--- src/hw/rtl/upi_pkg.sv ---
// Shared types, constants and tables for the unicycle pose integrator.
package upi_pkg;

  // CORDIC datapath widths: x/y in Q2.30 with headroom, residual angle in 2^-32 turn
  localparam int CW = 34;
  localparam int ZW = 33;
  localparam int ATAN_ENTRIES = 24;
  localparam int AIW = 5;

  localparam logic signed [CW-1:0] CORDIC_GAIN_Q30 = 34'sd652032874;
  localparam logic signed [CW-1:0] RAD_TO_TURN_Q28 = 34'sd683565276;
  localparam logic signed [31:0]   POS_RESET       = 32'sd32768;

  typedef struct packed {
    logic signed [15:0] forward_speed;
    logic signed [15:0] turn_rate;
    logic        [15:0] elapsed_time;
  } in_req_t;

  typedef struct packed {
    logic signed [31:0] pos_x;
    logic signed [31:0] pos_y;
    logic        [31:0] heading_turns;
    logic signed [15:0] quat_z;
    logic signed [15:0] quat_w;
  } out_req_t;

  typedef enum logic [2:0] {
    MUL_D = 3'd0,
    MUL_W = 3'd1,
    MUL_K = 3'd2,
    MUL_X = 3'd3,
    MUL_Y = 3'd4
  } mul_sel_e;

  typedef struct packed {
    logic     load_in;
    logic     cordic_start;
    logic     cordic_half;
    logic     mul_en;
    mul_sel_e mul_sel;
    logic     dh_en;
    logic     add_x;
    logic     add_y;
    logic     head_en;
    logic     load_out;
  } cmd_t;

  typedef struct packed {
    logic cordic_busy;
  } sts_t;

  // atan(2^-i) in 2^-32 turn
  function automatic logic [31:0] atan_turns(input logic [AIW-1:0] idx);
    logic [31:0] r;
    case (idx)
      5'd0:    r = 32'd536870912;
      5'd1:    r = 32'd316933406;
      5'd2:    r = 32'd167458907;
      5'd3:    r = 32'd85004756;
      5'd4:    r = 32'd42667331;
      5'd5:    r = 32'd21354465;
      5'd6:    r = 32'd10679838;
      5'd7:    r = 32'd5340245;
      5'd8:    r = 32'd2670163;
      5'd9:    r = 32'd1335087;
      5'd10:   r = 32'd667544;
      5'd11:   r = 32'd333772;
      5'd12:   r = 32'd166886;
      5'd13:   r = 32'd83443;
      5'd14:   r = 32'd41722;
      5'd15:   r = 32'd20861;
      5'd16:   r = 32'd10430;
      5'd17:   r = 32'd5215;
      5'd18:   r = 32'd2608;
      5'd19:   r = 32'd1304;
      5'd20:   r = 32'd652;
      5'd21:   r = 32'd326;
      5'd22:   r = 32'd163;
      5'd23:   r = 32'd81;
      default: r = 32'd0;
    endcase
    return r;
  endfunction

endpackage

--- src/hw/rtl/unicycle_pose_integrator.sv ---
// Top level of the unicycle pose integrator (dead-reckoning odometry).
//
// Usage:
//   Input channel (in_valid_i / in_stall_o / in_req_i) carries one tick request:
//   forward speed, turn rate and elapsed time. A request is taken on a rising edge
//   with in_valid_i high and in_stall_o low.
//   Output channel (out_valid_o / out_stall_i / out_req_o) carries one pose request
//   per tick: x, y (Q16.16, saturated), heading (2^-32 turn, wraps) and the yaw
//   quaternion pair (Q1.15).
// Sequencing:
//   A new tick is taken only once the last pose is in the output register.
//   The single iterative CORDIC sets the pace: one pass on the old heading
//   (overlapped with the speed/rate multiplies) and one on the new half
//   heading, one micro-rotation per cycle.
// Reset:
//   Pose returns to x = y = 0.5 m, heading 0; no result pending.
// Stall:
//   The result sits in an output register; the next tick is accepted and worked on
//   while it waits. A finished pose is held back until the register frees up.
module unicycle_pose_integrator #(
  parameter int CORDIC_STAGES = 16
) (
  input  logic              clk_i,
  input  logic              rst_ni,
  input  logic              in_valid_i,
  output logic              in_stall_o,
  input  upi_pkg::in_req_t  in_req_i,
  output logic              out_valid_o,
  input  logic              out_stall_i,
  output upi_pkg::out_req_t out_req_o
);

  upi_pkg::cmd_t cmd;
  upi_pkg::sts_t sts;

  // sequencer
  upi_ctrl u_ctrl (
    .clk_i      (clk_i),
    .rst_ni     (rst_ni),
    .in_valid_i (in_valid_i),
    .in_stall_o (in_stall_o),
    .out_valid_o(out_valid_o),
    .out_stall_i(out_stall_i),
    .sts_i      (sts),
    .cmd_o      (cmd)
  );

  // arithmetic, pose state and result register
  upi_dp #(
    .CORDIC_STAGES(CORDIC_STAGES)
  ) u_dp (
    .clk_i    (clk_i),
    .rst_ni   (rst_ni),
    .cmd_i    (cmd),
    .sts_o    (sts),
    .in_req_i (in_req_i),
    .out_req_o(out_req_o)
  );

endmodule

--- src/hw/rtl/upi_cordic.sv ---
// Iterative rotation-mode CORDIC: sine and cosine of an angle in 2^-32 turn.
module upi_cordic #(
  parameter int STAGES = 16
) (
  input  logic                          clk_i,
  input  logic                          rst_ni,
  input  logic                          start_i,
  input  logic [31:0]                   angle_i,
  output logic                          busy_o,
  output logic signed [upi_pkg::CW-1:0] sin_o,
  output logic signed [upi_pkg::CW-1:0] cos_o
);

  localparam int IW = $clog2(STAGES);

  logic                          busy_q, busy_d;
  logic [IW-1:0]                 iter_q, iter_d;
  logic                          flip_q, flip_d;
  logic signed [upi_pkg::CW-1:0] x_q, x_d, y_q, y_d;
  logic signed [upi_pkg::ZW-1:0] z_q, z_d;
  logic signed [upi_pkg::CW-1:0] xs, ys;
  logic signed [upi_pkg::ZW-1:0] at;
  logic [31:0]                   a_red;
  logic                          flip_in;

  // quadrants 1 and 2 are folded by a half turn; both outputs are negated
  assign flip_in = (angle_i[31:30] == 2'b01) || (angle_i[31:30] == 2'b10);
  assign a_red   = flip_in ? (angle_i - 32'h8000_0000) : angle_i;

  assign xs = x_q >>> iter_q;
  assign ys = y_q >>> iter_q;
  assign at = $signed({1'b0, upi_pkg::atan_turns(upi_pkg::AIW'(iter_q))});

  always_comb begin
    busy_d = busy_q;
    iter_d = iter_q;
    flip_d = flip_q;
    x_d    = x_q;
    y_d    = y_q;
    z_d    = z_q;
    if (start_i) begin
      busy_d = 1'b1;
      iter_d = '0;
      flip_d = flip_in;
      x_d    = upi_pkg::CORDIC_GAIN_Q30;
      y_d    = '0;
      z_d    = $signed({a_red[31], a_red});
    end else if (busy_q) begin
      if (!z_q[upi_pkg::ZW-1]) begin
        x_d = x_q - ys;
        y_d = y_q + xs;
        z_d = z_q - at;
      end else begin
        x_d = x_q + ys;
        y_d = y_q - xs;
        z_d = z_q + at;
      end
      if (iter_q == IW'(STAGES - 1)) begin
        busy_d = 1'b0;
      end else begin
        iter_d = iter_q + 1'b1;
      end
    end
  end

  always_ff @(posedge clk_i or negedge rst_ni) begin
    if (!rst_ni) begin
      busy_q <= 1'b0;
      iter_q <= '0;
    end else begin
      busy_q <= busy_d;
      iter_q <= iter_d;
    end
  end

  always_ff @(posedge clk_i) begin
    flip_q <= flip_d;
    x_q    <= x_d;
    y_q    <= y_d;
    z_q    <= z_d;
  end

  assign busy_o = busy_q;
  assign cos_o  = flip_q ? -x_q : x_q;
  assign sin_o  = flip_q ? -y_q : y_q;

endmodule

--- src/hw/rtl/upi_dp.sv ---
// Datapath: pose registers, shared multiplier, rounding/saturation, CORDIC, result register.
module upi_dp #(
  parameter int CORDIC_STAGES = 16
) (
  input  logic              clk_i,
  input  logic              rst_ni,
  input  upi_pkg::cmd_t     cmd_i,
  output upi_pkg::sts_t     sts_o,
  input  upi_pkg::in_req_t  in_req_i,
  output upi_pkg::out_req_t out_req_o
);

  upi_pkg::in_req_t  in_q;
  upi_pkg::out_req_t out_q;

  logic signed [31:0] x_q, y_q;
  logic [31:0]        heading_q;
  logic signed [31:0] d_q, wdt_q;
  logic signed [63:0] prod_q;
  logic [31:0]        dh_q;

  logic signed [31:0]             mul_a;
  logic signed [upi_pkg::CW-1:0]  mul_b;
  logic signed [65:0]             mul_p;
  logic signed [63:0]             rnd42, rnd27;
  logic signed [33:0]             pos_sum;
  logic signed [31:0]             pos_sat;
  logic signed [31:0]             pos_cur;
  logic                           cor_busy;
  logic signed [upi_pkg::CW-1:0]  cor_sin, cor_cos;
  logic [31:0]                    cor_angle;

  // round Q2.30 to Q1.15, half up, clamped
  function automatic logic signed [15:0] to_q15(input logic signed [upi_pkg::CW-1:0] v);
    logic signed [upi_pkg::CW-1:0] t;
    logic signed [upi_pkg::CW-16:0] r;
    logic signed [15:0] o;
    t = v + upi_pkg::CW'(34'sd16384);
    r = t[upi_pkg::CW-1:15];
    if (r > $signed(19'sd32767)) begin
      o = 16'sh7fff;
    end else if (r < $signed(-19'sd32768)) begin
      o = 16'sh8000;
    end else begin
      o = r[15:0];
    end
    return o;
  endfunction

  always_comb begin
    unique case (cmd_i.mul_sel)
      upi_pkg::MUL_D: begin
        mul_a = {{16{in_q.forward_speed[15]}}, in_q.forward_speed};
        mul_b = $signed({18'd0, in_q.elapsed_time});
      end
      upi_pkg::MUL_W: begin
        mul_a = {{16{in_q.turn_rate[15]}}, in_q.turn_rate};
        mul_b = $signed({18'd0, in_q.elapsed_time});
      end
      upi_pkg::MUL_K: begin
        mul_a = wdt_q;
        mul_b = upi_pkg::RAD_TO_TURN_Q28;
      end
      upi_pkg::MUL_X: begin
        mul_a = d_q;
        mul_b = cor_cos;
      end
      upi_pkg::MUL_Y: begin
        mul_a = d_q;
        mul_b = cor_sin;
      end
      default: begin
        mul_a = d_q;
        mul_b = cor_cos;
      end
    endcase
  end

  assign mul_p = mul_a * mul_b;

  // d*trig is in 2^-58 m; back to Q16.16 with round half up
  assign rnd42   = prod_q + 64'sh0000_0200_0000_0000;
  assign rnd27   = prod_q + 64'sh0000_0000_0800_0000;
  assign pos_cur = cmd_i.add_y ? y_q : x_q;
  assign pos_sum = {{2{pos_cur[31]}}, pos_cur} + {{12{rnd42[63]}}, rnd42[63:42]};

  always_comb begin
    if (pos_sum > $signed(34'sh0_7fff_ffff)) begin
      pos_sat = 32'sh7fff_ffff;
    end else if (pos_sum < $signed(-34'sh0_8000_0000)) begin
      pos_sat = 32'sh8000_0000;
    end else begin
      pos_sat = pos_sum[31:0];
    end
  end

  assign cor_angle = cmd_i.cordic_half ? {1'b0, heading_q[31:1]} : heading_q;

  upi_cordic #(
    .STAGES(CORDIC_STAGES)
  ) u_cordic (
    .clk_i  (clk_i),
    .rst_ni (rst_ni),
    .start_i(cmd_i.cordic_start),
    .angle_i(cor_angle),
    .busy_o (cor_busy),
    .sin_o  (cor_sin),
    .cos_o  (cor_cos)
  );

  assign sts_o.cordic_busy = cor_busy;

  // pose state
  always_ff @(posedge clk_i or negedge rst_ni) begin
    if (!rst_ni) begin
      x_q       <= upi_pkg::POS_RESET;
      y_q       <= upi_pkg::POS_RESET;
      heading_q <= '0;
    end else begin
      if (cmd_i.add_x) begin
        x_q <= pos_sat;
      end
      if (cmd_i.add_y) begin
        y_q <= pos_sat;
      end
      if (cmd_i.head_en) begin
        heading_q <= heading_q + dh_q;
      end
    end
  end

  always_ff @(posedge clk_i) begin
    if (cmd_i.load_in) begin
      in_q <= in_req_i;
    end
    if (cmd_i.mul_en) begin
      unique case (cmd_i.mul_sel)
        upi_pkg::MUL_D: d_q    <= mul_p[31:0];
        upi_pkg::MUL_W: wdt_q  <= mul_p[31:0];
        default:        prod_q <= mul_p[63:0];
      endcase
    end
    if (cmd_i.dh_en) begin
      dh_q <= rnd27[59:28];
    end
    if (cmd_i.load_out) begin
      out_q.pos_x         <= x_q;
      out_q.pos_y         <= y_q;
      out_q.heading_turns <= heading_q;
      out_q.quat_z        <= to_q15(cor_sin);
      out_q.quat_w        <= to_q15(cor_cos);
    end
  end

  assign out_req_o = out_q;

endmodule

--- src/hw/rtl/upi_ctrl.sv ---
// Controller: one-hot sequencer over the pose update steps, plus output valid.
module upi_ctrl (
  input  logic          clk_i,
  input  logic          rst_ni,
  input  logic          in_valid_i,
  output logic          in_stall_o,
  output logic          out_valid_o,
  input  logic          out_stall_i,
  input  upi_pkg::sts_t sts_i,
  output upi_pkg::cmd_t cmd_o
);

  typedef enum logic [12:0] {
    ST_IDLE    = 13'b0_0000_0000_0001,
    ST_MUL_D   = 13'b0_0000_0000_0010,
    ST_MUL_W   = 13'b0_0000_0000_0100,
    ST_MUL_K   = 13'b0_0000_0000_1000,
    ST_DH      = 13'b0_0000_0001_0000,
    ST_WAIT_A  = 13'b0_0000_0010_0000,
    ST_MUL_X   = 13'b0_0000_0100_0000,
    ST_ADD_X   = 13'b0_0000_1000_0000,
    ST_MUL_Y   = 13'b0_0001_0000_0000,
    ST_ADD_Y   = 13'b0_0010_0000_0000,
    ST_START_B = 13'b0_0100_0000_0000,
    ST_WAIT_B  = 13'b0_1000_0000_0000,
    ST_OUT     = 13'b1_0000_0000_0000
  } state_e;

  state_e state_q, state_d;
  logic   out_valid_q, out_valid_d;
  logic   in_acc;
  logic   out_free;

  assign in_stall_o = (state_q != ST_IDLE);
  assign in_acc     = in_valid_i && (state_q == ST_IDLE);
  assign out_free   = !out_valid_q || !out_stall_i;

  always_comb begin
    state_d = state_q;
    cmd_o   = '0;
    cmd_o.mul_sel = upi_pkg::MUL_D;
    unique case (state_q)
      ST_IDLE: begin
        if (in_acc) begin
          cmd_o.load_in      = 1'b1;
          cmd_o.cordic_start = 1'b1;
          state_d            = ST_MUL_D;
        end
      end
      ST_MUL_D: begin
        cmd_o.mul_en  = 1'b1;
        cmd_o.mul_sel = upi_pkg::MUL_D;
        state_d       = ST_MUL_W;
      end
      ST_MUL_W: begin
        cmd_o.mul_en  = 1'b1;
        cmd_o.mul_sel = upi_pkg::MUL_W;
        state_d       = ST_MUL_K;
      end
      ST_MUL_K: begin
        cmd_o.mul_en  = 1'b1;
        cmd_o.mul_sel = upi_pkg::MUL_K;
        state_d       = ST_DH;
      end
      ST_DH: begin
        cmd_o.dh_en = 1'b1;
        state_d     = ST_WAIT_A;
      end
      ST_WAIT_A: begin
        if (!sts_i.cordic_busy) begin
          state_d = ST_MUL_X;
        end
      end
      ST_MUL_X: begin
        cmd_o.mul_en  = 1'b1;
        cmd_o.mul_sel = upi_pkg::MUL_X;
        state_d       = ST_ADD_X;
      end
      ST_ADD_X: begin
        cmd_o.add_x = 1'b1;
        state_d     = ST_MUL_Y;
      end
      ST_MUL_Y: begin
        cmd_o.mul_en  = 1'b1;
        cmd_o.mul_sel = upi_pkg::MUL_Y;
        state_d       = ST_ADD_Y;
      end
      ST_ADD_Y: begin
        cmd_o.add_y   = 1'b1;
        cmd_o.head_en = 1'b1;
        state_d       = ST_START_B;
      end
      ST_START_B: begin
        cmd_o.cordic_start = 1'b1;
        cmd_o.cordic_half  = 1'b1;
        state_d            = ST_WAIT_B;
      end
      ST_WAIT_B: begin
        if (!sts_i.cordic_busy) begin
          state_d = ST_OUT;
        end
      end
      ST_OUT: begin
        if (out_free) begin
          cmd_o.load_out = 1'b1;
          state_d        = ST_IDLE;
        end
      end
      default: begin
        state_d = ST_IDLE;
      end
    endcase
  end

  always_comb begin
    priority if (cmd_o.load_out) begin
      out_valid_d = 1'b1;
    end else if (!out_stall_i) begin
      out_valid_d = 1'b0;
    end else begin
      out_valid_d = out_valid_q;
    end
  end

  always_ff @(posedge clk_i or negedge rst_ni) begin
    if (!rst_ni) begin
      state_q     <= ST_IDLE;
      out_valid_q <= 1'b0;
    end else begin
      state_q     <= state_d;
      out_valid_q <= out_valid_d;
    end
  end

  assign out_valid_o = out_valid_q;

endmodule

--- config.mk ---
export PLATFORM = sky130hd
export DESIGN_NAME = unicycle_pose_integrator
export DESIGN_NICKNAME = d
export VERILOG_FILES = /design/src/hw/rtl/upi_pkg.sv /design/src/hw/rtl/unicycle_pose_integrator.sv /design/src/hw/rtl/upi_cordic.sv /design/src/hw/rtl/upi_dp.sv /design/src/hw/rtl/upi_ctrl.sv
export SDC_FILE = /design/constraint.sdc
export NUM_CORES = 2
export LEC_CHECK = 0
export ABC_AREA = 1
export CAP_MARGIN = 20
export CORE_MARGIN = 10
export CORE_UTILIZATION = 60
export DETAILED_ROUTE_END_ITERATION = 6
export DONT_BUFFER_PORTS = 1
export PLACE_DENSITY = 0.83
export SLEW_MARGIN = 20
export SYNTH_ARGS = -nofsm -noshare
export SYNTH_HDL_FRONTEND = slang
export SYNTH_SLANG_ARGS = --single-unit
--- constraint.sdc ---
create_clock -name clk_i -period 18.8 [get_ports clk_i]
set_clock_uncertainty 0.2 [all_clocks]
set_input_delay 1.88 -clock clk_i [delete_from_list [all_inputs] [get_ports clk_i]]
set_output_delay 1.88 -clock clk_i [all_outputs]
set_load 0.02 [all_outputs]
==> run metrics <==
Sink Count=~530; Most used DFF post-synth=edfxtp_1; fin crit period=11830 ps; count of different cell masters after synthesis=80; row count=130; Seq cells post-synth=approximately 530; Synth Cell Area=0.0756 mm²; post_cts resized=0; Die Ht=around 380 µm; Post-CTS Hold Fix Bufs=0; EDFF count, synth=343; Slowest cell on crit path=clkinv_1; Die Area=approximately 0.14 mm²; slowest stage delay, CP=860 ps; final WL=282000 µm; Root Buffer=clkbuf_16; worst setup path category=reg -> reg; cells on worst reg2reg path=30; fin crit share=0.629; Hold Vio Cnt, Final=0; WHS Path Cells=0; fill cell count=10800; Synth Area per Inst=7.87 µm²; critical-path maximum fanout=28; Max Cap Viol=0; Wirelength per Cell=~25 µm; die width=~380 µm; Worst-Margin Slew=1180 ps; Yosys top cell by area=fa_1; clk_lat worst skew=650 ps; largest cells by area after synthesis=fa_1, edfxtp_1, nand2_1; CP bufs+invs=5; Final nets=11000; outcome=complete, but fails checks; # DRC=27; Initial DRC Count=8229; Synth Area in XOR/XNOR=0.0416; clock tree buffer depth=3; Most common cell on crit path=fa_1; async set-reset flop share out of synthesis=0.219; PortBufs=0; commonest cells in the netlist=nand2_1, inv_1, fa_1; mux contribution to synthesized area=0.00144; post-DR vias/cell=roughly 6; yosys warns=0; first-pass GRT wire length=423000 µm; gr usage total=0.397; Worst path top cell family by delay=adder cells; Hold Path Class=reg -> reg; Max Fclk=84.5 MHz; post-synthesis simple-gate area fraction=0.218; count leader, synth=nand2_1; pin count of the biggest net entering global routing=116; slew margin rel.=0.216; TritonCTS clock tree=yes; Synth Area in Compound Gates=0.0755; final cell count without fillers=about 11000; Adder-Cell Fraction of Synth Area=0.358; remaining global-route overflow=0; RSZ-0062 raised after global routing=false; area grow syn2layout=4.45%; IO Count=182; initial core utilization=0.603; post-route ant nets=0; number of global-route vias before repair=67700; number of H-tree levels=2; max-slew violations=0; largest family of logic cells by synthesized area=adder cells; number of placed cells counting well taps=11000; Placeable Area=0.125 mm²; Inserted Clock Buffers=53; Yosys top cell area share=0.298; drt first pass iters=7; register area share after synthesis=0.192; post-CTS setup buffer count=0; Worst Path Arrival=roughly 12000 ps; failing checks=design-rule violations; Startpoint Class=flip-flop; Mapped Nets=roughly 11000; final setup TNS=0 ps; crit path capture type=flip-flop; ratio of cells with drive above 1 in the final layout=0.0447; worst endpoint required time=18990 ps; final setup violation count=0; Routability Congestion=1.08; Syn Inst Count=slightly below 10000; Detailed Place HPWL=217000 µm; Vias=67200; WP depth=30; antenna violations before repair=8; Clock Pin Slew Worst Setup and Hold Paths=70 ps
-- through the flow --
step	worst slack [ps]	cell area [µm²]	hold WS [ps]	util
after floorplan	9160	75600	247	-
after global placement	7360	77100	259	0.615
after detailed placement	7290	77100	254	0.615
after CTS	7290	79000	273	0.630
after global routing	6750	79000	286	0.630
final	6970	79000	276	0.630
-- worst paths after layout --
check	to	from	slack, ps
setup reg to reg	u_dp.prod_q[53]$_DFFE_PP_	u_ctrl.state_q[1]$_DFFE_PN0P_	6970
hold / removal	u_dp.out_req_o[72]$_DFFE_PP_	u_dp.y_q[8]$_DFFE_PN0P_	280
setup / recovery	u_dp.prod_q[53]$_DFFE_PP_	u_ctrl.state_q[1]$_DFFE_PN0P_	6970
hold reg to reg	u_dp.out_req_o[72]$_DFFE_PP_	u_dp.y_q[8]$_DFFE_PN0P_	280
min in group asynchronous	u_dp.x_q[22]$_DFFE_PN0P_	rst_ni	740
max in group asynchronous	u_ctrl.state_q[0]$_DFFE_PN1P_	rst_ni	17380
-- layer usage --
layer	up-vias	part of all wire	track usage
met5	-	0.00049	0
met4	8	0.074	0.230
met3	1110	0.12	0.104
met2	4599	0.43	0.610
met1	32300	0.37	0.508
li1	29200	-	-
-- logic make-up after synthesis --
logic type,Yosys count
AOI/OAI and AO/OA,1006
xor gates and xnor gates,351
adders and majority gates,1487
buffers and inverters,2203
DFF,526
muxes,10
and+or+nand+nor,4022
-- layout by cell type, fill, tap and decap left out, types with 68 or more instances in the layout --
master	instances
nor3_1	69
a21oi_1	390
dfxtp_1	68
fa_1	1127
nand3_1	437
inv_1	1806
xor2_1	253
xnor2_1	91
buf_4	104
edfxtp_1	343
o21ai_0	309
nor2_1	805
nand2_1	2458
dfrtp_1	108
ha_1	360
-- sequential cells by signal, summed over array words and instances (netlist names) --
| register | flops |
|---|---|
| u_dp.u_cordic.y_q | 34 |
| u_dp.u_cordic.z_q | 33 |
| u_ctrl.state_q | 13 |
| u_dp.prod_q | 37 |
| u_dp.u_cordic.x_q | 34 |
| u_dp.u_cordic.busy_o | 1 |
| u_ctrl.out_valid_o | 1 |
| u_dp.u_cordic.flip_q | 1 |
| u_dp.y_q | 32 |
| u_dp.d_q | 32 |
| u_dp.wdt_q | 32 |
| u_dp.dh_q | 32 |
| u_dp.in_q | 48 |
| u_dp.x_q | 32 |
| u_dp.u_cordic.iter_q | 4 |
| u_dp.heading_q | 32 |
| u_dp.out_req_o | 128 |
-- final cells by class --
| type | count | area [µm²] | share of cell area |
|---|---|---|---|
| Clock buffer | 64 | 1420 | 0.0179 |
| Tap cell | 1650 | 2060 | 0.0261 |
| Timing Repair Buffer | 105 | 796 | 0.0101 |
| Sequential cell | 526 | 14500 | 0.184 |
| Multi-Input combinational cell | 6876 | 52700 | 0.667 |
| Clock inverter | 35 | 447 | 0.00565 |
| Inverter | 1871 | 7020 | 0.0889 |
| Antenna cell | 9 | 22.5 | 0.000285 |
Power is not shown: default switching activity piles up to over one toggle a cycle in this logic, so the estimate is an artifact.
